### config.mk
export PLATFORM = sky130hd
export DESIGN_NAME = bgs_queue
export DESIGN_NICKNAME = d
export VERILOG_FILES = /design/src/rtl/bgs_pkg.sv /design/src/rtl/bgs_queue.sv
export SDC_FILE = /design/constraint.sdc
export NUM_CORES = 1
export LEC_CHECK = 0
export ABC_AREA = 1
export BUFFER_PORTS_ARGS = -buffer_cell sky130_fd_sc_hd__buf_4
export CORE_AREA = 2 2 145 147
export CTS_CLUSTER_DIAMETER = 120
export DETAILED_ROUTE_END_ITERATION = 10
export DIE_AREA = 0 0 147 149
export MAX_ROUTING_LAYER = met4
export PLACE_DENSITY_LB_ADDON = 0.25
export SYNTH_ARGS = -nofsm -noshare
export SYNTH_HDL_FRONTEND = slang
export SYNTH_SLANG_ARGS = --single-unit
### constraint.sdc
create_clock -name clk -period 5.1 [get_ports clk]
set_clock_uncertainty 0.1 [all_clocks]
set_input_delay 1.02 -clock clk [delete_from_list [all_inputs] [get_ports clk]]
set_output_delay 1.02 -clock clk [all_outputs]
set_load 0.02 [all_outputs]
### src/rtl/bgs_pkg.sv
package bgs_pkg;

    localparam int MAX_WIDTH_DEF  = 4096;
    localparam int MAX_HEIGHT_DEF = 4096;

    localparam int PIX_W  = 8;
    localparam int CFG_W  = 13;
    localparam int SIZE_W = 14;
    localparam int AREA_W = 27;
    localparam int SUM_W  = 40;

    localparam logic [SUM_W-1:0] SUM_MAX = '1;

    localparam int QUEUE_DEPTH = 2;
    localparam int QCOUNT_W    = $clog2(QUEUE_DEPTH + 1);
    localparam int QPTR_W      = $clog2(QUEUE_DEPTH);

    typedef struct packed {
        logic [SUM_W-1:0]  gsum;
        logic [SUM_W-1:0]  esum;
        logic [AREA_W-1:0] area;
    } job_t;

endpackage

### src/rtl/bgs_queue.sv
module bgs_queue (
    input  logic                         clk,
    input  logic                         rst_n,
    input  logic                         push,
    input  bgs_pkg::job_t                push_data,
    input  logic                         pop,
    output logic                         head_valid,
    output bgs_pkg::job_t                head,
    output logic [bgs_pkg::QCOUNT_W-1:0] count
);

    localparam int DEPTH = bgs_pkg::QUEUE_DEPTH;
    localparam int PTR_W = bgs_pkg::QPTR_W;
    localparam int CNT_W = bgs_pkg::QCOUNT_W;

    bgs_pkg::job_t    slots_reg [DEPTH];
    logic [PTR_W-1:0] wr_ptr_reg;
    logic [PTR_W-1:0] rd_ptr_reg;
    logic [CNT_W-1:0] count_reg;
    logic             do_pop;

    assign head_valid = (count_reg != '0);
    assign head       = slots_reg[rd_ptr_reg];
    assign count      = count_reg;
    assign do_pop     = pop & head_valid;

    always_ff @(posedge clk)
    begin
        if (push)
        begin
            slots_reg[wr_ptr_reg] <= push_data;
        end
    end

    always_ff @(posedge clk or negedge rst_n)
    begin
        if (!rst_n)
        begin
            wr_ptr_reg <= '0;
            rd_ptr_reg <= '0;
            count_reg  <= '0;
        end
        else
        begin
            if (push)
            begin
                wr_ptr_reg <= (wr_ptr_reg == PTR_W'(DEPTH - 1)) ? '0 : wr_ptr_reg + PTR_W'(1);
            end
            if (do_pop)
            begin
                rd_ptr_reg <= (rd_ptr_reg == PTR_W'(DEPTH - 1)) ? '0 : rd_ptr_reg + PTR_W'(1);
            end
            if (push && !do_pop)
            begin
                count_reg <= count_reg + CNT_W'(1);
            end
            else if (do_pop && !push)
            begin
                count_reg <= count_reg - CNT_W'(1);
            end
        end
    end

endmodule

==> impl_metrics.ini, run 1 <==
[cells_and_area]
drive_above_1_share = 0.3197
area_growth_pct = 33.19
nets = 926
antennaDiodeCount = 0
layout_common_cells = nand2_1, buf_4, edfxtp_1
largest_register_ffs = 214
fillers = 1772
final_common_cell = nand2_1

[detailed_routing]
drtIter0Drc = 197
wl_met3_um = 1873
firstDrtPassIters = 4
wl_met1_um = 6418
ant_nets = 0
wl_met2_um = 7656
vias_per_cell = 4.382
wirelength_um = 16110
highest_layer = met4
num_vias = 4838
wl_per_cell_um = 14.59
route.detailed.drc = 0

[worst_setup_path]
end_kind = output pin
critPathArrivalTime_ns = 2.54
crit_path_max_fanout = 71
crit_type = reg2out
start_kind = register
r2r_cells = 3
required_ns = 3.98

[synth]
synth_nets = 697
seq_area_frac_synth = 0.8169
yosysWarningCount = 0
synth_cell_types = 14
synth_seq_cells = 218
post_synth.cell_area_avg_um2 = 13.66
syn-cell-area_um2 = 7989
syn-instance-count = 585

[clock_tree]
clk_pin_slew_ns = 0.06
insertion_delay_ns = 0.49
post_cts_buffers = 0
cts.sinks = 218
cts_buffers = 23
htree_levels = 1
clockRootBuffer = clkbuf_16
clockBufferDepth = 3
ctsHoldBuffers = 0
ctsResizeCount = 0
cts_tree = built

[sta]
rsz0062_at_grt = false
hold_viol = 0
worst_pin_slew_ns = 0.8754
fmaxAchievable_mhz = 272.9
fin_crit_ns = 3.665
setup_viol = 0
fin_tns_setup_ns = 0
period_share = 0.7186
maxSlewHeadroom = 0.4164
slew_viol_final = 0

[floorplanning]
die_h_um = 149
pin_count = 221
core_area_um2 = 20560
die_w_um = 147
initial_core_util = 0.3886
dieArea_um2 = 21900
num_rows = 53

[job]
drv_cap = 0

[global_route]
grt.total_usage = 0.1466
grt_pass1_wl_um = 24410
grt-ovfl-total = 0
grt_pass1_vias = 4708
antenna_found_initial = 0
grt_max_degree = 72

[placement]
gp_congestion = 0.6688
portBuffers = 220
dp_hpwl_um = 10150

[status]
status = finished, final reports clean

[pwr]
p_leak_uw = 0.004539
p_per_area_nw_per_um2 = 602.1
peakVddDrop_mv = 0.3116
total_power_uw = 6406

[min_path]
worstHoldPathType = in2async
[cells in the mapped netlist]
cell,n,area (um2)
nand2_1,330,1239
edfxtp_1,214,6426
buf_2,17,85.08
inv_1,6,22.52
buf_6,4,45.04
dfrtp_1,4,100.1
buf_4,2,15.01
nand3_1,2,10.01
ha_1,1,12.51
inv_4,1,6.260
nand4_1,1,6.260
nor2_1,1,3.750
xnor2_1,1,8.760
xor2_1,1,8.760
[cell type report]
class,instances,area [um2],area share
Clock inverter,14,147.6,0.01388
Sequential cell,218,6530,0.6137
Inverter,7,31.28,0.002940
Multi-Input combinational cell,337,1296,0.1218
Tap cell,275,344.1,0.03234
Timing Repair Buffer,227,1704,0.1602
Clock buffer,26,586.8,0.05515
[layer usage]
metal | vias to the layer above | track usage
li1 | 2430 | -
met1 | 2230 | 0.1773
met2 | 163 | 0.2315
met3 | 15 | 0.06391
met4 | 0 | 0.03077
met5 | - | -
[metrics by stage]
step	util	setup slack [ns]	hold WS, ns	instance area [um2]	cells
floorplan	-	0.7476	0.3810	7991	585
global placement	0.4819	1.894	0.3824	9906	1064
detailed placement	0.4819	1.863	0.3890	9906	1064
CTS	0.5176	1.318	0.1823	10640	1104
global route	0.5176	1.195	0.1857	10640	1104
finish	0.5176	1.435	0.2049	10640	1104
[final timing paths]
kind                       startpoint          endpoint  slack (ns)
setup / recovery           rd_ptr_reg          head[15]        1.44
min in group clk             count[1]          count[1]        0.40
setup reg to reg           wr_ptr_reg  slots_reg[1][51]        3.17
hold / removal                  rst_n          count[1]        0.20
hold reg to reg              count[1]          count[1]        0.40
max in group asynchronous       rst_n        rd_ptr_reg        4.57
[cell families after synthesis]
| family | share of synthesized area |
|---|---|
| simple gates | 0.1576 |
| flops | 0.8169 |
| xor+xnor | 0.002193 |
| buf+inv | 0.02177 |
| fa+ha+maj | 0.001566 |
[power by group]
part / switching (uW) / leakage, uW / internal (uW)
Sequential: 137 / 0.00205 / 2380
Clock: 641 / 0.000362 / 976
Combinational: 1460 / 0.00212 / 813
[critical path: stages (launching register included)]
cell and delay [ns]:
dfrtp_4 0.69, inv_4 0.63, buf_4 0.37, nand2_1 0.10, nand2_1 0.07, buf_4 0.14
Power figures use the tool's default switching activity.
==> run 2: changes to the inputs <==
--- a/config.mk
+++ b/config.mk
@@ -5,7 +5,7 @@
 export SDC_FILE = /design/constraint.sdc
 export NUM_CORES = 1
 export LEC_CHECK = 0
-export ABC_AREA = 1
+export ABC_AREA = 0
 export BUFFER_PORTS_ARGS = -buffer_cell sky130_fd_sc_hd__buf_4
 export CORE_AREA = 2 2 145 147
 export CTS_CLUSTER_DIAMETER = 120
==> constraint.sdc (replaced) <==
create_clock -name clk -period 3.3 [get_ports clk]
set_clock_uncertainty 0.1 [all_clocks]
set_input_delay 0.66 -clock clk [delete_from_list [all_inputs] [get_ports clk]]
set_output_delay 0.66 -clock clk [all_outputs]
set_load 0.02 [all_outputs]
==> run 2 against run 1 <==
Area after synthesis down 0.19%. Sequential share of layout area decreased by 0.18 points. Critical path depth is 2 lower. Non-clock buffer count shrank 2. First-iteration DRC count shrank 14%. Via count is 17% lower. Flip-flop and latch count unchanged. Sequential power up 51%. Clock power increased by 43%. Combinational power rose by 45%. Register-to-register slack got worse by 1.6 ns.
==> impl_metrics.ini, run 2 <==
[status]
status = finished, final reports clean

[sta]
rsz0062_at_grt = false
maxSlewHeadroom = 0.5450
slew_viol_final = 0
fin_crit_ns = 2.858
fmaxAchievable_mhz = 349.9
hold_viol = 0
fin_tns_setup_ns = 0
whs_ns = 0.2461
worst_pin_slew_ns = 0.6824
period_share = 0.8661
setup_viol = 0

[floorplanning]
pin_count = 221
core_area_um2 = 20560
initial_core_util = 0.3879
die_h_um = 149
dieArea_um2 = 21900
die_w_um = 147
num_rows = 53

[pwr]
p_leak_uw = 0.004039
p_per_area_nw_per_um2 = 883.0
peakVddDrop_mv = 0.5008
total_power_uw = 9423

[detailed_routing]
wirelength_um = 15020
num_vias = 4002
wl_per_cell_um = 17.16
drtIter0Drc = 169
vias_per_cell = 4.574
firstDrtPassIters = 4
route.detailed.drc = 0
ant_nets = 0

[synth]
yosysWarningCount = 0
syn-instance-count = 348
yosys.area.top_type = edfxtp_1
synth_top_family_by_area = multiplexers
muxShareOfSynthArea = 0.1605
synth_seq_cells = 218
synth_area_leaders = edfxtp_1, mux2_2, mux2_4
synthArstFlopShare = 0.01835
post_synth.cell_area_avg_um2 = 22.91
synth_fa_ha_area_frac = 0.001569
synthXorXnorAreaFrac = 0.005492
yosys.area.top_type_share = 0.8059
yosys-top-cells-count = edfxtp_1, mux2_2, mux2_4
synth_compound_area_frac = 0
syn-cell-area_um2 = 7974
synth_nets = 460
ys.flop_type = edfxtp_1
synth_edf_count = 214
synth-simple-area-share = 0.003295
synth.most_common_cell = edfxtp_1
synth_cell_types = 14
seq_area_frac_synth = 0.8185

[clock_tree]
clk_pin_slew_ns = 0.06
cts_tree = built
ctsResizeCount = 0
cts.sinks = 218
cts_buffers = 23
insertion_delay_ns = 0.49
htree_levels = 1
ctsHoldBuffers = 1
clockBufferDepth = 3
clockRootBuffer = clkbuf_16
post_cts_buffers = 0

[worst_setup_path]
r2r-end = slots_reg[1][39]
crit_type = reg2out
critPathCapture = head[97]
end_kind = output pin
crit_path_max_fanout = 108
path_cells = buf_12 > mux2_2 > buf_4
r2r_cells = 2
start_kind = register
r2r_slack_ns = 1.58
required_ns = 2.54
critPathMaxStageDelay_ns = 0.46
critPathArrivalTime_ns = 2.10
r2r_start = wr_ptr_reg
startpoint = rd_ptr_reg
slowest_stage = buf_12

[cells_and_area]
final_common_cell = buf_4
largest_register_ffs = 214
drive_above_1_share = 0.6133
final_cell_area_um2 = 10670
final_cells = 875
layout_common_cells = buf_4, edfxtp_1, mux2_2
area_growth_pct = 33.83
antennaDiodeCount = 0
nets = 698

[job]
drv_cap = 0

[global_route]
grt_pass1_wl_um = 22320
grt_max_degree = 109
grt.total_usage = 0.1343
grt_pass1_vias = 4206
antenna_found_initial = 0
grt-ovfl-total = 0

[placement]
placed_cells = 835
gp_congestion = 0.7191
portBuffers = 220
dp_hpwl_um = 9576
post_dp_cell_area_um2 = 9978

[min_path]
worstHoldPathType = in2reg
min_path_cells = 1
==> run 2: cell count changes in the layout (fill, tap and decap cells not counted), moves of 4 or more <==
cell / change
inv_1: -5
buf_4: -7
mux2_4: +20
buf_12: +4
nand2_1: -329
mux2_2: +87
==> run 2: through the flow <==
| step | setup WS (ns) | util |
|---|---|---|
| 2_1_floorplan | 0.4965 | - |
| 3_3_place_gp | 0.9897 | 0.4854 |
| 3_5_place_dp | 0.9806 | 0.4854 |
| 4_1_cts | 0.4431 | 0.5191 |
| 5_1_grt | 0.3590 | 0.5191 |
| 6_report | 0.4417 | 0.5191 |
==> run 2: cell families (layout without fill, tap and decap cells) <==
kind of cell,after synthesis,after routing
flops,218,218
simple gates,5,5
fa+ha+maj,1,1
mux,107,107
xor+xnor,5,5
buf+inv,12,264
==> run 2: per-layer routing <==
layer / wire [um] / up-vias / part of all wire / GRT usage
met5: 0 / - / 0 / -
met1: 6453 / 1971 / 0.43 / 0.1718
met4: 266 / 0 / 0.018 / 0.03269
met3: 981 / 19 / 0.065 / 0.03303
li1: - / 1864 / - / -
met2: 7313 / 148 / 0.49 / 0.2188
==> run 2: final cells by class <==
cell class,instances,area (um2)
fillers,1675,9886
flip-flops and latches,218,6530
repair buffers,225,1742
multi-input cells,118,1373
clock buffers,24,579.3
well taps,275,344.1
clock inverters,15,103.9
==> run 2: worst max-delay path, delay by kind of cell (launching register included) <==
| kind | cells | cell delay, ns |
|---|---|---|
| buf+inv | 2 | 0.63 |
| mux | 1 | 0.45 |
| flops | 1 | 0.41 |
==> run 2: worst min path at each step <==
stage,slack (ns),end,start
finish,0.25,slots_reg[0][65],push_data[65]
global route,0.22,slots_reg[0][65],push_data[65]
CTS,0.22,slots_reg[0][65],push_data[65]
detailed placement,0.36,count[1],rst_n
global placement,0.36,count[1],rst_n
floorplan,0.26,count[0],rst_n
==> run 2: report_power, final <==
part / leakage (uW) / switching, uW / internal [uW] / total, uW
Clock: 0.000339 / 968 / 1350 / 2310
Combinational: 0.00165 / 1770 / 1530 / 3300
Sequential: 0.00205 / 131 / 3680 / 3810
Total: 0.00404 / 2870 / 6550 / 9420
==> run 3: changes to the inputs <==
--- a/config.mk
+++ b/config.mk
@@ -7,10 +7,10 @@
 export LEC_CHECK = 0
 export ABC_AREA = 0
 export BUFFER_PORTS_ARGS = -buffer_cell sky130_fd_sc_hd__buf_4
-export CORE_AREA = 2 2 145 147
+export CORE_AREA = 2 2 123 173
 export CTS_CLUSTER_DIAMETER = 120
 export DETAILED_ROUTE_END_ITERATION = 10
-export DIE_AREA = 0 0 147 149
+export DIE_AREA = 0 0 125 175
 export MAX_ROUTING_LAYER = met4
 export PLACE_DENSITY_LB_ADDON = 0.25
 export SYNTH_ARGS = -nofsm -noshare
==> run 3 against run 2 <==
Sequential power is 2% higher. Total power fell by 1.9%. Clock power decreased by 9.1%. Wire length rose by 3.6%. First-iteration DRC count is 27% higher. Largest cell class unchanged.
==> impl_metrics.ini, run 3 (same netlist as run 2, synthesis figures left out) <==
[status]
status = finished, final reports clean

[detailed_routing]
ant_nets = 0
wirelength_um = 15560
vias_per_cell = 4.678
route.detailed.drc = 0
num_vias = 4009
firstDrtPassIters = 4
drtIter0Drc = 215
wl_per_cell_um = 18.16

[floorplanning]
core_area_um2 = 20320
pin_count = 221
dieArea_um2 = 21880
initial_core_util = 0.3923
num_rows = 62
die_w_um = 125
die_h_um = 175

[sta]
worst_pin_slew_ns = 0.7762
slew_viol_final = 0
fmaxAchievable_mhz = 349.4
fin_crit_ns = 2.862
setup_viol = 0
hold_viol = 0
period_share = 0.8674
whs_ns = 0.2503
fin_tns_setup_ns = 0
maxSlewHeadroom = 0.4825
rsz0062_at_grt = false

[cells_and_area]
largest_register_ffs = 214
final_common_cell = buf_4
antennaDiodeCount = 0
area_growth_pct = 32.75
nets = 700
layout_common_cells = buf_4, edfxtp_1, mux2_2
fillers = 1659
final_cell_area_um2 = 10590
drive_above_1_share = 0.6090

[pwr]
total_power_uw = 9248
seqPwrFrac = 0.422
p_leak_uw = 0.004014
p_sw_frac = 0.3083
peakVddDrop_mv = 0.6347
clkPwrFrac = 0.227
p_switching_uw = 2851
p_comb_frac = 0.351
power.internal_uw = 6397
p_per_area_nw_per_um2 = 873.6

[placement]
dp_hpwl_um = 10680
gp_congestion = 0.7693
portBuffers = 220
post_dp_cell_area_um2 = 9980

[clock_tree]
clk_pin_slew_ns = 0.07
cts_tree = built
insertion_delay_ns = 0.48
htree_levels = 1
cts.sinks = 218
post_cts_buffers = 0
cts_buffers = 20
clockRootBuffer = clkbuf_16
clockBufferDepth = 3

[global_route]
antenna_found_initial = 0
grt.total_usage = 0.1412
grt-ovfl-total = 0
grt_pass1_wl_um = 23500
grt_max_degree = 57
grt_pass1_vias = 4412

[worst_setup_path]
crit_path_max_fanout = 35
crit_type = reg2out
start_kind = register
end_kind = output pin
critPathArrivalTime_ns = 2.10
required_ns = 2.54

[job]
drv_cap = 0

[min_path]
worstHoldPathType = in2reg
[run 3: cell types whose count changed in the layout (fill, tap and decap cells not counted), sizes merged]
cell      change
clkbuf        +2
bufinv        -1
buf           +5
clkinv        -4
clkinvlp      -1
[run 3: final cells by class]
type	count	area (um2)	area share
timing repair buffer	230	1767	0.1669
clock buffer	26	544.3	0.05142
clock inverter	9	51.30	0.004846
sequential	218	6530	0.6169
tap	256	320.3	0.03026
multi-input combinational	118	1373	0.1297
[run 3: layer usage]
layer  track usage  routed length (um)  up-vias  part of all wire
met4       0.05139                 377        0             0.024
met5             -                   0        -                 0
met3       0.02786                 952       26             0.061
met1        0.1427                5293     1977              0.34
met2        0.2674                8939      149              0.57
li1              -                   -     1857                 -
[run 3: timing repair]
action                                 in CTS  in global routing
endpoints found under the hold margin       4                  0
gates resized for setup                     0                  0
hold buffers                                1                  0
[run 3: critical path, cell delays in order, from the launching register on]
cell and delay (ns):
dfrtp_4 0.76, buf_12 0.28, mux2_2 0.39, buf_4 0.17
[run 3: stage by stage]
step / setup WS (ns) / std cells / utilization
final: 0.4375 / 857 / 0.5208
after global routing: 0.3408 / 857 / 0.5208
after CTS: 0.3807 / 857 / 0.5208
after detailed placement: 0.9130 / 821 / 0.4910
after global placement: 0.9338 / 821 / 0.4910
after floorplan: 0.4965 / 348 / -
[run 3: worst paths after layout]
check                             startpoint              end  slack [ns]  cells past startpoint
min in group asynchronous              rst_n         count[0]        0.40                      2
worst min-delay path            push_data[3]  slots_reg[1][3]        0.25                      1
worst max-delay path              rd_ptr_reg         head[14]        0.44                      3
worst max register to register    wr_ptr_reg  slots_reg[1][5]        1.57                      2
max in group asynchronous              rst_n       rd_ptr_reg        2.58                      2
worst min register to register      count[1]         count[1]        0.39                      1
[run 3: power by group through the flow]
stage	Clock, uW	Sequential, uW	Combinational (uW)
2_1_floorplan	0	3860	2080
3_3_place_gp	0	3940	3260
3_5_place_dp	0	3970	3300
4_1_cts	2170	3910	3310
5_1_grt	2270	3960	3440
6_report	2100	3900	3250
