**config.mk**
```make
export PLATFORM = sky130hd
export DESIGN_NAME = bgs_back_flat
export DESIGN_NICKNAME = d
export VERILOG_FILES = /design/src/rtl/bgs_pkg.sv /design/src/rtl/bgs_if.sv /design/src/rtl/bgs_div.sv /design/src/rtl/bgs_back.sv /design/src/flat_wrapper.sv
export SDC_FILE = /design/constraint.sdc
export NUM_CORES = 1
export LEC_CHECK = 0
export BUFFER_PORTS_ARGS = -buffer_cell sky130_fd_sc_hd__buf_2
export CORE_MARGIN = 4
export CORE_UTILIZATION = 35
export CTS_CLUSTER_SIZE = 24
export DETAILED_ROUTE_END_ITERATION = 8
export GPL_TIMING_DRIVEN = 0
export PLACE_DENSITY = 0.57
export SLEW_MARGIN = 5
export SYNTH_ARGS = -nofsm -noshare
export SYNTH_HDL_FRONTEND = slang
export SYNTH_SLANG_ARGS = --single-unit
```
**constraint.sdc**
```tcl
create_clock -name clk -period 4.4 [get_ports clk]
set_input_delay 0.22 -clock clk [delete_from_list [all_inputs] [get_ports clk]]
set_output_delay 0.22 -clock clk [all_outputs]
set_load 0.01 [all_outputs]
```
**src/rtl/bgs_pkg.sv**
```systemverilog
package bgs_pkg;

    localparam int MAX_WIDTH_DEF  = 4096;
    localparam int MAX_HEIGHT_DEF = 4096;

    localparam int PIX_W  = 8;
    localparam int CFG_W  = 13;
    localparam int SIZE_W = 14;
    localparam int AREA_W = 27;
    localparam int SUM_W  = 40;

    localparam logic [SUM_W-1:0] SUM_MAX = '1;

    localparam int QUEUE_DEPTH = 2;
    localparam int QCOUNT_W    = $clog2(QUEUE_DEPTH + 1);
    localparam int QPTR_W      = $clog2(QUEUE_DEPTH);

    typedef struct packed {
        logic [SUM_W-1:0]  gsum;
        logic [SUM_W-1:0]  esum;
        logic [AREA_W-1:0] area;
    } job_t;

endpackage

```
**src/rtl/bgs_if.sv**
```systemverilog


interface bgs_result_if;
    logic                      valid;
    logic                      ready;
    logic [bgs_pkg::SUM_W-1:0] sharpness;
    logic                      zero_mean;

    modport source (output valid, output sharpness, output zero_mean, input ready);
    modport sink (input valid, input sharpness, input zero_mean, output ready);
endinterface

```
**src/rtl/bgs_div.sv**
```systemverilog
module bgs_div (
    input  logic                      clk,
    input  logic                      rst_n,
    input  logic                      start,
    input  logic [bgs_pkg::SUM_W-1:0] dividend,
    input  logic [bgs_pkg::SUM_W-1:0] divisor,
    output logic                      done,
    output logic [bgs_pkg::SUM_W-1:0] quotient
);

    localparam int W     = bgs_pkg::SUM_W;
    localparam int CNT_W = $clog2(W + 1);

    logic [W-1:0]     rem_reg;
    logic [W-1:0]     quo_reg;
    logic [W-1:0]     dsr_reg;
    logic [CNT_W-1:0] cnt_reg;
    logic             busy_reg;
    logic             done_reg;
    logic [W:0]       shifted;
    logic [W+1:0]     trial;

    assign shifted  = {rem_reg, quo_reg[W-1]};
    assign trial    = {1'b0, shifted} - {2'b00, dsr_reg};
    assign done     = done_reg;
    assign quotient = quo_reg;

    // One quotient bit per cycle, restoring
    always_ff @(posedge clk)
    begin
        if (start && !busy_reg)
        begin
            rem_reg <= '0;
            quo_reg <= dividend;
            dsr_reg <= divisor;
        end
        else if (busy_reg)
        begin
            if (!trial[W+1])
            begin
                rem_reg <= trial[W-1:0];
                quo_reg <= {quo_reg[W-2:0], 1'b1};
            end
            else
            begin
                rem_reg <= shifted[W-1:0];
                quo_reg <= {quo_reg[W-2:0], 1'b0};
            end
        end
    end

    always_ff @(posedge clk or negedge rst_n)
    begin
        if (!rst_n)
        begin
            busy_reg <= 1'b0;
            done_reg <= 1'b0;
            cnt_reg  <= '0;
        end
        else
        begin
            done_reg <= busy_reg && (cnt_reg == CNT_W'(1));
            if (start && !busy_reg)
            begin
                busy_reg <= 1'b1;
                cnt_reg  <= CNT_W'(W);
            end
            else if (busy_reg)
            begin
                cnt_reg <= cnt_reg - CNT_W'(1);
                if (cnt_reg == CNT_W'(1))
                begin
                    busy_reg <= 1'b0;
                end
            end
        end
    end

endmodule

```
**src/rtl/bgs_back.sv**
```systemverilog
module bgs_back (
    input  logic          clk,
    input  logic          rst_n,
    input  logic          job_valid,
    input  bgs_pkg::job_t job,
    output logic          pop,
    bgs_result_if.source  results
);

    localparam int W = bgs_pkg::SUM_W;

    localparam logic [1:0] ST_IDLE = 2'd0;
    localparam logic [1:0] ST_MEAN = 2'd1;
    localparam logic [1:0] ST_QUOT = 2'd2;
    localparam logic [1:0] ST_HOLD = 2'd3;

    logic [1:0]   state_reg;
    logic [1:0]   state_next;
    logic [W-1:0] gsum_reg;
    logic [W-1:0] res_reg;
    logic         zm_reg;
    logic         out_valid_reg;
    logic [W-1:0] out_sharp_reg;
    logic         out_zm_reg;

    logic         div_start;
    logic [W-1:0] dividend;
    logic [W-1:0] divisor;
    logic         div_done;
    logic [W-1:0] div_q;
    logic         out_free;
    logic         load_out;

    bgs_div u_div (
        .clk      (clk),
        .rst_n    (rst_n),
        .start    (div_start),
        .dividend (dividend),
        .divisor  (divisor),
        .done     (div_done),
        .quotient (div_q)
    );

    assign out_free = !out_valid_reg || results.ready;

    always_comb
    begin
        state_next = state_reg;
        pop        = 1'b0;
        div_start  = 1'b0;
        dividend   = gsum_reg;
        divisor    = div_q;
        load_out   = 1'b0;
        case (state_reg)
            ST_IDLE:
            begin
                // mean square = energy / area
                if (job_valid)
                begin
                    pop        = 1'b1;
                    div_start  = 1'b1;
                    dividend   = job.esum;
                    divisor    = W'(job.area);
                    state_next = ST_MEAN;
                end
            end
            ST_MEAN:
            begin
                if (div_done)
                begin
                    if (div_q == '0)
                    begin
                        state_next = ST_HOLD;
                    end
                    else
                    begin
                        div_start  = 1'b1;
                        state_next = ST_QUOT;
                    end
                end
            end
            ST_QUOT:
            begin
                if (div_done)
                begin
                    state_next = ST_HOLD;
                end
            end
            ST_HOLD:
            begin
                if (out_free)
                begin
                    load_out   = 1'b1;
                    state_next = ST_IDLE;
                end
            end
            default:
            begin
                state_next = ST_IDLE;
            end
        endcase
    end

    always_ff @(posedge clk)
    begin
        if (state_reg == ST_IDLE && job_valid)
        begin
            gsum_reg <= job.gsum;
        end
        if (state_reg == ST_MEAN && div_done && div_q == '0)
        begin
            res_reg <= bgs_pkg::SUM_MAX;
            zm_reg  <= 1'b1;
        end
        else if (state_reg == ST_QUOT && div_done)
        begin
            res_reg <= div_q;
            zm_reg  <= 1'b0;
        end
        if (load_out)
        begin
            out_sharp_reg <= res_reg;
            out_zm_reg    <= zm_reg;
        end
    end

    always_ff @(posedge clk or negedge rst_n)
    begin
        if (!rst_n)
        begin
            state_reg     <= ST_IDLE;
            out_valid_reg <= 1'b0;
        end
        else
        begin
            state_reg <= state_next;
            if (load_out)
            begin
                out_valid_reg <= 1'b1;
            end
            else if (results.ready)
            begin
                out_valid_reg <= 1'b0;
            end
        end
    end

    assign results.valid     = out_valid_reg;
    assign results.sharpness = out_sharp_reg;
    assign results.zero_mean = out_zm_reg;

endmodule

```
**src/flat_wrapper.sv**
```systemverilog
// flat-port wrapper written by rule: the top's interface ports become plain ports
module bgs_back_flat 
  (clk, rst_n, job_valid, job, pop, results_valid, results_sharpness, results_zero_mean, results_ready);
  bgs_result_if results_i ();
  input  logic clk;
  input  logic rst_n;
  input  logic job_valid;
  input  bgs_pkg::job_t job;
  output logic pop;
  output wire logic [$bits(results_i.valid)-1:0] results_valid;
  output wire logic [$bits(results_i.sharpness)-1:0] results_sharpness;
  output wire logic [$bits(results_i.zero_mean)-1:0] results_zero_mean;
  input wire logic [$bits(results_i.ready)-1:0] results_ready;
  assign results_valid = results_i.valid;
  assign results_sharpness = results_i.sharpness;
  assign results_zero_mean = results_i.zero_mean;
  assign results_i.ready = results_ready;
  bgs_back u_core (.clk(clk), .rst_n(rst_n), .job_valid(job_valid), .job(job), .pop(pop), .results(results_i));
endmodule
```
==> results_dict.tcl, run 1 <==
set metrics [dict create \
    final_common_cell "edfxtp_1" \
    p_leak_uw 0.00607 \
    reg2reg_to "u_core.u_div.rem_reg[36]" \
    drtIter0Drc 681 \
    layout.nets 1488 \
    setup_viol 0 \
    grt_pass1_wl_mm 50.6 \
    grt_max_degree 51 \
    die_w_um 193 \
    drt_first_pass_iters 5 \
    vias 8956 \
    syn-cell-area_um2 12000 \
    r2r_setup_slack_ns 0.72 \
    sw_frac_of_total_pct 19.7 \
    yosys_most_used_dff "edfxtp_1" \
    syn-instance-count 1095 \
    power_frac_seq_pct 52.2 \
    drc 0 \
    crit_required_ns 4.78 \
    clock_path_buffers 3 \
    powerDensity_nw_per_um2 326 \
    synth_top_family_by_area "simple AND/OR/NAND/NOR gates" \
    start_util_pct 35.6 \
    crit_path_end_kind "flop" \
    synthMuxAreaShare_pct 6.34 \
    tns_ns 0 \
    clkTransAtPathRegs_ns 0.06 \
    crit_path_start_kind "flop" \
    slew_viol_final 0 \
    final_cell_mix "edfxtp_1, nand2_1, buf_2" \
    slew-limit-headroom_pct 48.6 \
    cp.arrival_ns 4.06 \
    pwr-share-comb_pct 1.9 \
    antenna_found_initial 0 \
    synth_area_per_cell_um2 10.9 \
    synth-xor-area-share_pct 2.64 \
    min_path_type "primary input to flop" \
    row_count 67 \
    cts_resized 0 \
    async_reset_ff_share_pct 4.35 \
    synth_edf_count 161 \
    fin_util_pct 43.8 \
    skew_ns 0.0173 \
    numCtsBuffers 27 \
    synth.ff_latch_count 253 \
    hold_viol 0 \
    final_area_um2 14700 \
    maxCapViolCount 0 \
    overflow 0 \
    ys_seq_area_share_pct 56.3 \
    fmaxAchievable_mhz 272 \
    synth_fa_ha_area_share_pct 4.98 \
    crit_path_start "u_core.u_div.quotient[39]" \
    vdd_drop_max_uv 231 \
    grt_pass1_vias 9128 \
    core_um2 33600 \
    htree_levels 1 \
    finalCriticalPeriod_ns 3.68 \
    synth_cell_type_count 71 \
    rr_worst_depth 14 \
    cts_setup_buffers 0 \
    p_clk_share_pct 45.9 \
    die-area_um2 37200 \
    port_buffers 153 \
    wire_per_inst_um 17.9 \
    avgViaCountPerCell 4.98 \
    period_share_pct 83.7 \
    r2r-start "u_core.u_div.quotient[39]" \
    die_h_um 193 \
    postRouteWirelength_mm 32.2 \
    gp_congestion 0.847 \
    place_area_um2 13400 \
    drive_gt1_share_pct 18.6 \
    yosys_warnings 0 \
    syn2layout_area_growth_pct 23.0 \
    cts_tree "built" \
    post-dp-hpwl_mm 23.9 \
    clock_latency_ns 0.53 \
    rsz0062_at_grt "no" \
    synth_compound_area_share_pct 13.0 \
    cts.sinks 253 \
    status "completed" \
    intPower_uw 3850 \
    diodes 0 \
    worst-path-max-fanout 5 \
    cts_root_buf "clkbuf_16" \
    ant_nets 0 \
    crit_type "flop to flop" \
    power.switching_uw 943 \
    worst_slew_pin_slew_ns 0.771 \
    io_pins 154 \
    grt.total_usage_pct 17.2 \
    syn_nets 1253 \
    crit_end "u_core.u_div.rem_reg[36]" \
    cts-hold-fix-buffers 50 \
    synth-simple-area-share_pct 13.1 \
]
## through the flow
step | hold slack, ns | instances | setup slack [ns] | total power [uW]
after floorplan | -0.0756 | 1095 | 0.913 | 2550
after global placement | 0.123 | 1696 | -0.255 | 2610
after detailed placement | 0.126 | 1699 | 0.758 | 2610
after CTS | 0.000209 | 1798 | 0.719 | 4850
after global routing | 0.00691 | 1798 | 0.469 | 4960
final | 0.0163 | 1798 | 0.718 | 4800
## Yosys cell counts, drive strengths merged (4+ instances only)
| cell type | count | share of area (%) |
|---|---|---|
| clkbuf | 43 | 1.4 |
| nor4 | 11 | 0.70 |
| a21oi | 87 | 3.7 |
| a221oi | 4 | 0.35 |
| a21o | 25 | 1.6 |
| xnor2 | 16 | 1.2 |
| o211ai | 8 | 0.50 |
| and2 | 16 | 0.84 |
| nor2 | 73 | 2.3 |
| nand2 | 156 | 4.9 |
| dfxtp | 81 | 14 |
| o21bai | 6 | 0.38 |
| mux2i | 42 | 3.5 |
| inv | 58 | 1.8 |
| nand4 | 6 | 0.31 |
| nand3b | 4 | 0.25 |
| and3 | 5 | 0.26 |
| buf | 7 | 0.48 |
| edfxtp | 161 | 40 |
| a22o | 31 | 2.3 |
| o21a | 7 | 0.44 |
| dfrtp | 11 | 2.3 |
| nor3 | 8 | 0.38 |
| nand3 | 52 | 2.2 |
| xor2 | 20 | 1.5 |
| ha | 46 | 4.8 |
| o21ai | 35 | 1.5 |
| nor2b | 5 | 0.26 |
| mux2 | 30 | 2.8 |
## per-layer routing
metal  part of all wire, %  track usage, %  wire length, um
met1                    45            23.5            14600
met2                    48            28.7            15300
met3                   5.1            2.73             1640
met4                   2.0            4.42              644
met5                     0               0                0
## power groups by stage
stage / sequential (uW) / combinational, uW / clock (uW)
2_1_floorplan: 2550 / 1.31 / 0
3_3_place_gp: 2550 / 59.0 / 0
3_5_place_dp: 2550 / 59.1 / 0
4_1_cts: 2500 / 92.9 / 2260
5_1_grt: 2500 / 101 / 2360
6_report: 2500 / 92.3 / 2200
## cell type report
type                            count  area [um^2]
Buffer                             50          225
Clock buffer                       34          732
Clock inverter                     15          125
Fill cell                        3155        18900
Inverter                           58          218
Multi-Input combinational cell    734         4790
Sequential cell                   253         6730
Tap cell                          448          561
Timing Repair Buffer              206         1330
## worst min path at each step
stage | depth (start not counted) | startpoint | to
2_1_floorplan | 0 | rst_n | u_core.results.valid
3_3_place_gp | 1 | rst_n | u_core.results.valid
3_5_place_dp | 1 | rst_n | u_core.results.valid
4_1_cts | 2 | job[4] | u_core.u_div.dsr_reg[4]
5_1_grt | 2 | job[4] | u_core.u_div.dsr_reg[4]
6_report | 2 | job[4] | u_core.u_div.dsr_reg[4]
## cells by family after synthesis
family | after synthesis
buffers and inverters | 108
AOI/OAI and AO/OA | 232
adders and majority gates | 47
xor gates and xnor gates | 36
DFF | 253
and+or+nand+nor | 347
muxes | 72
## worst max-delay path, cell delays in order, from the launching register on
cell      delay (ns)
edfxtp_1        0.42
inv_1           0.16
ha_1            0.20
inv_1           0.06
fa_1            0.40
a21oi_1         0.20
o21ai_0         0.18
a41oi_2         0.42
a211oi_1        0.18
o21a_1          0.27
a221o_1         0.37
a21o_1          0.20
a211o_1         0.28
nand4_1         0.09
o211ai_1        0.09
Power figures use the tool's default switching activity.
==> run 2: changes to the inputs <==
Settings changed: ABC_AREA set to 1, PLACE_DENSITY 0.57 to 0.56.
Clock period 4.4 ns to 3.52 ns, I/O delays scaled along.
==> results_dict.tcl, run 2 <==
set metrics [dict create \
    synthTopCellsByArea "edfxtp_1, nand2_1, dfxtp_1" \
    p_leak_uw 0.00864 \
    avgViaCountPerCell 4.75 \
    crit_buf_inv 5 \
    dp_slack_ns 0.457 \
    maxCapViolCount 0 \
    drive_gt1_share_pct 12.7 \
    r2r-start "u_core.state_reg[0]" \
    synth.most_common_cell "nand2_1" \
    cp_slowest_cell "clkbuf_4" \
    layout.nets 2094 \
    path_depth 7 \
    yosys_most_used_dff "edfxtp_1" \
    drtIter0Drc 834 \
    min_path_cells 3 \
    overflow 0 \
    io_pins 154 \
    yosys_warnings 0 \
    synth_top_area_cell "edfxtp_1" \
    syn_nets 1828 \
    crit_path_start "u_core.state_reg[0]" \
    crit_path_start_kind "flop" \
    drt_first_pass_iters 8 \
    core_um2 38000 \
    crit_chain "inv_1 > ha_1 > nand2_2 > inv_1 > clkbuf_1 > clkbuf_4 > buf_2" \
    clock_path_buffers 3 \
    antenna_found_initial 0 \
    die_w_um 205 \
    vias 11700 \
    syn-cell-area_um2 13600 \
    final_cell_mix "nand2_1, inv_1, buf_2" \
    cp_common_cell "inv_1" \
    final_common_cell "nand2_1" \
    tns_ns 0 \
    cts_setup_buffers 0 \
    crit_path_end_kind "output pin" \
    synth_edf_count 161 \
    reg2reg_to "u_core.gsum_reg[39]" \
    grt_max_degree 50 \
    setup_viol 0 \
    clock_latency_ns 0.55 \
    status "completed" \
    postRouteWirelength_mm 39.7 \
    rsz0062_at_grt "no" \
    start_util_pct 35.8 \
    worst-path-max-fanout 31 \
    fmaxAchievable_mhz 311 \
    synth_top_area_share_pct 35.6 \
    ys_seq_area_share_pct 49.5 \
    grt_pass1_wl_mm 62.9 \
    crit_type "flop to output pin" \
    syn-instance-count 1670 \
    row_count 71 \
    die-area_um2 42100 \
    fillers 3890 \
    diodes 0 \
    grt.total_usage_pct 18.8 \
    async_reset_ff_share_pct 4.35 \
    gp_congestion 0.972 \
    drc 0 \
    port_buffers 153 \
    numCtsBuffers 28 \
    cts.sinks 253 \
    syn2layout_area_growth_pct 23.6 \
    skew_ns 0.0196 \
    synth_cell_type_count 43 \
    busiest_layer "met2" \
    final_area_um2 16800 \
    holdCritStartpoint "job[56]" \
    grt_pass1_vias 11800 \
    period_share_pct 91.2 \
    crit_required_ns 3.34 \
    setup_ws_ns 0.308 \
    grt_util_met1_pct 26.0 \
    crit_family "buffers and inverters" \
    cp.arrival_ns 3.04 \
    met3_usage_pct 1.87 \
    place_area_um2 15100 \
    rr_worst_depth 7 \
    die_h_um 205 \
    cts_tree "built" \
    synth_common_cells "nand2_1, inv_1, edfxtp_1" \
    min_path_type "primary input to flop" \
    min_to "u_core.u_div.quotient[29]" \
    wire_per_inst_um 16.1 \
    slew-limit-headroom_pct 24.5 \
    grt.met2_usage_pct 31.6 \
    htree_levels 1 \
    post-dp-hpwl_mm 30.2 \
    worst_slew_pin_slew_ns 1.13 \
    cp_slowest_stage_delay_ns 0.58 \
    r2r_setup_slack_ns 0.73 \
    ant_nets 0 \
    powerDensity_nw_per_um2 366 \
    synth_area_per_cell_um2 8.14 \
    finalCriticalPeriod_ns 3.21 \
    clkTransAtPathRegs_ns 0.06 \
    synth.ff_latch_count 253 \
    slew_viol_final 0 \
    vdd_drop_max_uv 445 \
    hold_viol 0 \
    cts_root_buf "clkbuf_16" \
]
-- run 2: through the flow --
| step | total power, uW | hold WS [ns] | instances | util, % |
|---|---|---|---|---|
| global route | 6350 | 0.0186 | 2469 | 44.2 |
| finish | 6150 | 0.0112 | 2469 | 44.2 |
| global placement | 3260 | 0.0814 | 2334 | 39.5 |
| floorplan | 3190 | -0.120 | 1670 | - |
| detailed placement | 3260 | 0.0834 | 2337 | 39.7 |
| CTS | 6210 | 0.000137 | 2469 | 44.2 |
-- run 2: worst reg2reg max path: cells and delay by family, from the launching register on --
kind	cells	cell delay, ns
buffers and inverters	5	1.64
DFF	1	0.42
and+or+nand+nor	1	0.23
adders and majority gates	1	0.20
-- run 2: how the worst max path moves through the flow --
stage | endpoint | slack, ns
after floorplan | u_core.results.sharpness[0] | 0.45
after global placement | pop | -0.81
after detailed placement | u_core.gsum_reg[37] | 0.46
after CTS | pop | 0.23
after global routing | pop | 0.09
final | pop | 0.31
-- run 2: cell families after synthesis --
logic type               count (synthesis)  synth area share (%)
AND/OR/NAND/NOR                        787                  24.4
XOR/XNOR                                14                 0.902
adder cells (fa/ha/maj)                 47                  4.38
buffers and inverters                  357                  10.6
multiplexers                            39                  2.87
AO/OA/AOI/OAI                          173                  7.35
flip-flops                             253                  49.5
-- run 2: repair_timing --
action,in CTS,in global routing
endpoints found under the hold margin,90,0
hold buffers,80,0
setup endpoints to repair,1,0
gates resized for setup,1,0
-- run 2: area by class of cell --
cell class / instances / area [um^2] / share of cell area [%]
well taps: 511 / 639 / 3.80
clock inverters: 5 / 57.6 / 0.343
repair buffers: 236 / 1630 / 9.72
inverters: 302 / 1130 / 6.75
plain buffers: 55 / 307 / 1.82
clock buffers: 47 / 853 / 5.08
flip-flops and latches: 253 / 6730 / 40.1
multi-input cells: 1060 / 5450 / 32.4
-- run 2: power by group --
group | internal [uW] | switching [uW] | leakage, uW
clock | 1720 | 1160 | 0.000445
combinational | 102 | 41.0 | 0.00577
sequential | 3130 | 0.0000000000000862 | 0.00242
-- run 2: routing by layer --
metal	vias to the layer above	share of wire [%]	routed length, um
met1	5450	46	18400
met3	67	4.4	1760
met5	-	0	0
met2	291	47	18600
li1	5924	-	-
met4	0	2.3	922
==> run 3: changes to the inputs <==
Settings changed: REMOVE_ABC_BUFFERS set to 1, SETUP_SLACK_MARGIN set to 0.5.
==> results_dict.tcl, run 3 (synthesized netlist as in run 2, its figures left out) <==
set metrics [dict create \
    final_cell_mix "nand2_1, inv_1, edfxtp_1" \
    crit_type "flop to flop" \
    setup_ws_ns 0.662 \
    die_h_um 205 \
    die_w_um 205 \
    cts_root_buf "clkbuf_16" \
    cp.arrival_ns 3.32 \
    vdd_drop_max_uv 280 \
    antenna_found_initial 0 \
    whs_ns 0.0153 \
    fmaxAchievable_mhz 350 \
    die-area_um2 42100 \
    core_um2 38000 \
    place_area_um2 14900 \
    drtIter0Drc 726 \
    wire_per_inst_um 15.9 \
    post-dp-hpwl_mm 25.7 \
    postRouteWirelength_mm 38.9 \
    rsz0062_at_grt "yes" \
    period_share_pct 81.2 \
    avgViaCountPerCell 4.75 \
    diodes 0 \
    grt.total_usage_pct 17.8 \
    crit_path_end_kind "flop" \
    grt_pass1_vias 11600 \
    worst-path-max-fanout 44 \
    crit_required_ns 3.98 \
    vias 11600 \
    io_pins 154 \
    fin_util_pct 44.5 \
    slew-limit-headroom_pct 37.5 \
    skew_ns 0.0171 \
    min_path_type "primary input to flop" \
    finalCriticalPeriod_ns 2.86 \
    gp_congestion 0.912 \
    tns_ns 0 \
    grt_max_degree 83 \
    maxCapViolCount 0 \
    overflow 0 \
    port_buffers 153 \
    crit_path_start_kind "flop" \
    clock_latency_ns 0.55 \
    p_leak_uw 0.00863 \
    final_area_um2 16900 \
    slew_viol_final 0 \
    clock_path_buffers 3 \
    worst_slew_pin_slew_ns 0.937 \
    drc 0 \
    dp_slack_ns -0.290 \
    setup_viol 0 \
    syn2layout_area_growth_pct 24.5 \
    status "completed" \
    numCtsBuffers 28 \
    layout.nets 2064 \
    start_util_pct 35.8 \
    cts.sinks 253 \
    clkTransAtPathRegs_ns 0.06 \
    powerDensity_nw_per_um2 374 \
    final_common_cell "nand2_1" \
    ant_nets 0 \
    htree_levels 1 \
    drt_first_pass_iters 7 \
    grt_pass1_wl_mm 60.3 \
    cts_tree "built" \
    drive_gt1_share_pct 12.8 \
    hold_viol 0 \
    row_count 71 \
]
run 3: final timing paths:
| check | slack, ns | startpoint | cells after the start | endpoint |
|---|---|---|---|---|
| min reg2reg | 0.43 | u_core.res_reg[15] | 0 | u_core.results.sharpness[15] |
| min | 0.02 | job[53] | 3 | u_core.u_div.quotient[26] |
| max reg2reg | 0.66 | u_core.u_div.dsr_reg[23] | 15 | u_core.u_div.rem_reg[17] |
| min in group asynchronous | 0.06 | rst_n | 2 | u_core.u_div.cnt_reg[5] |
| max in group asynchronous | 3.23 | rst_n | 2 | u_core.u_div.busy_reg |
| max | 0.66 | u_core.u_div.dsr_reg[23] | 15 | u_core.u_div.rem_reg[17] |
run 3: stage by stage:
stage	power, uW	std cells
global placement	3250	2279
finish	6330	2438
CTS	6410	2430
floorplan	3190	1615
global route	6540	2438
detailed placement	3260	2285
run 3: layer usage:
layer  wire (um)  part of all wire (%)  GRT usage (%)  vias up
met5           0                     0              0        -
met4         934                   2.4           4.86        0
met1       17500                    45           24.4     5355
met2       18200                    47           29.8      312
met3        2250                   5.8           2.18       51
li1            -                     -              -     5872
run 3: timing repair:
| action | CTS | global route |
|---|---|---|
| setup endpoints to repair | 126 | 80 |
| endpoints found under the hold margin | 99 | 0 |
| setup buffers | 0 | 4 |
| gates cloned | 5 | 4 |
| hold buffers | 89 | 0 |
| pin swaps | 2 | 5 |
| gates resized for setup | 9 | 4 |
run 3: area by class of cell:
cell class | instances | area (um^2)
Clock buffer | 40 | 838
Clock inverter | 11 | 134
Fill cell | 3854 | 21100
Inverter | 302 | 1140
Multi-Input combinational cell | 1069 | 5610
Sequential cell | 253 | 6730
Tap cell | 511 | 639
Timing Repair Buffer | 252 | 1820
run 3: report_power, final:
part | total, uW | internal (uW) | switching [uW]
registers | 3130 | 3130 | 0.0000000000000834
logic | 141 | 107 | 33.6
clock network | 3060 | 1870 | 1190
run 3: worst max-delay path, stage by stage (launching register included):
cell      delay [ns]
edfxtp_1        0.32
inv_1           0.04
ha_1            0.37
nand2_1         0.19
inv_1           0.05
nand2_1         0.06
nand2_1         0.08
inv_1           0.06
nand2_1         0.05
inv_1           0.06
nand2_1         0.10
nand2_4         0.46
nand3_2         0.50
nand2_1         0.19
nand3_1         0.08
o21ai_1         0.12
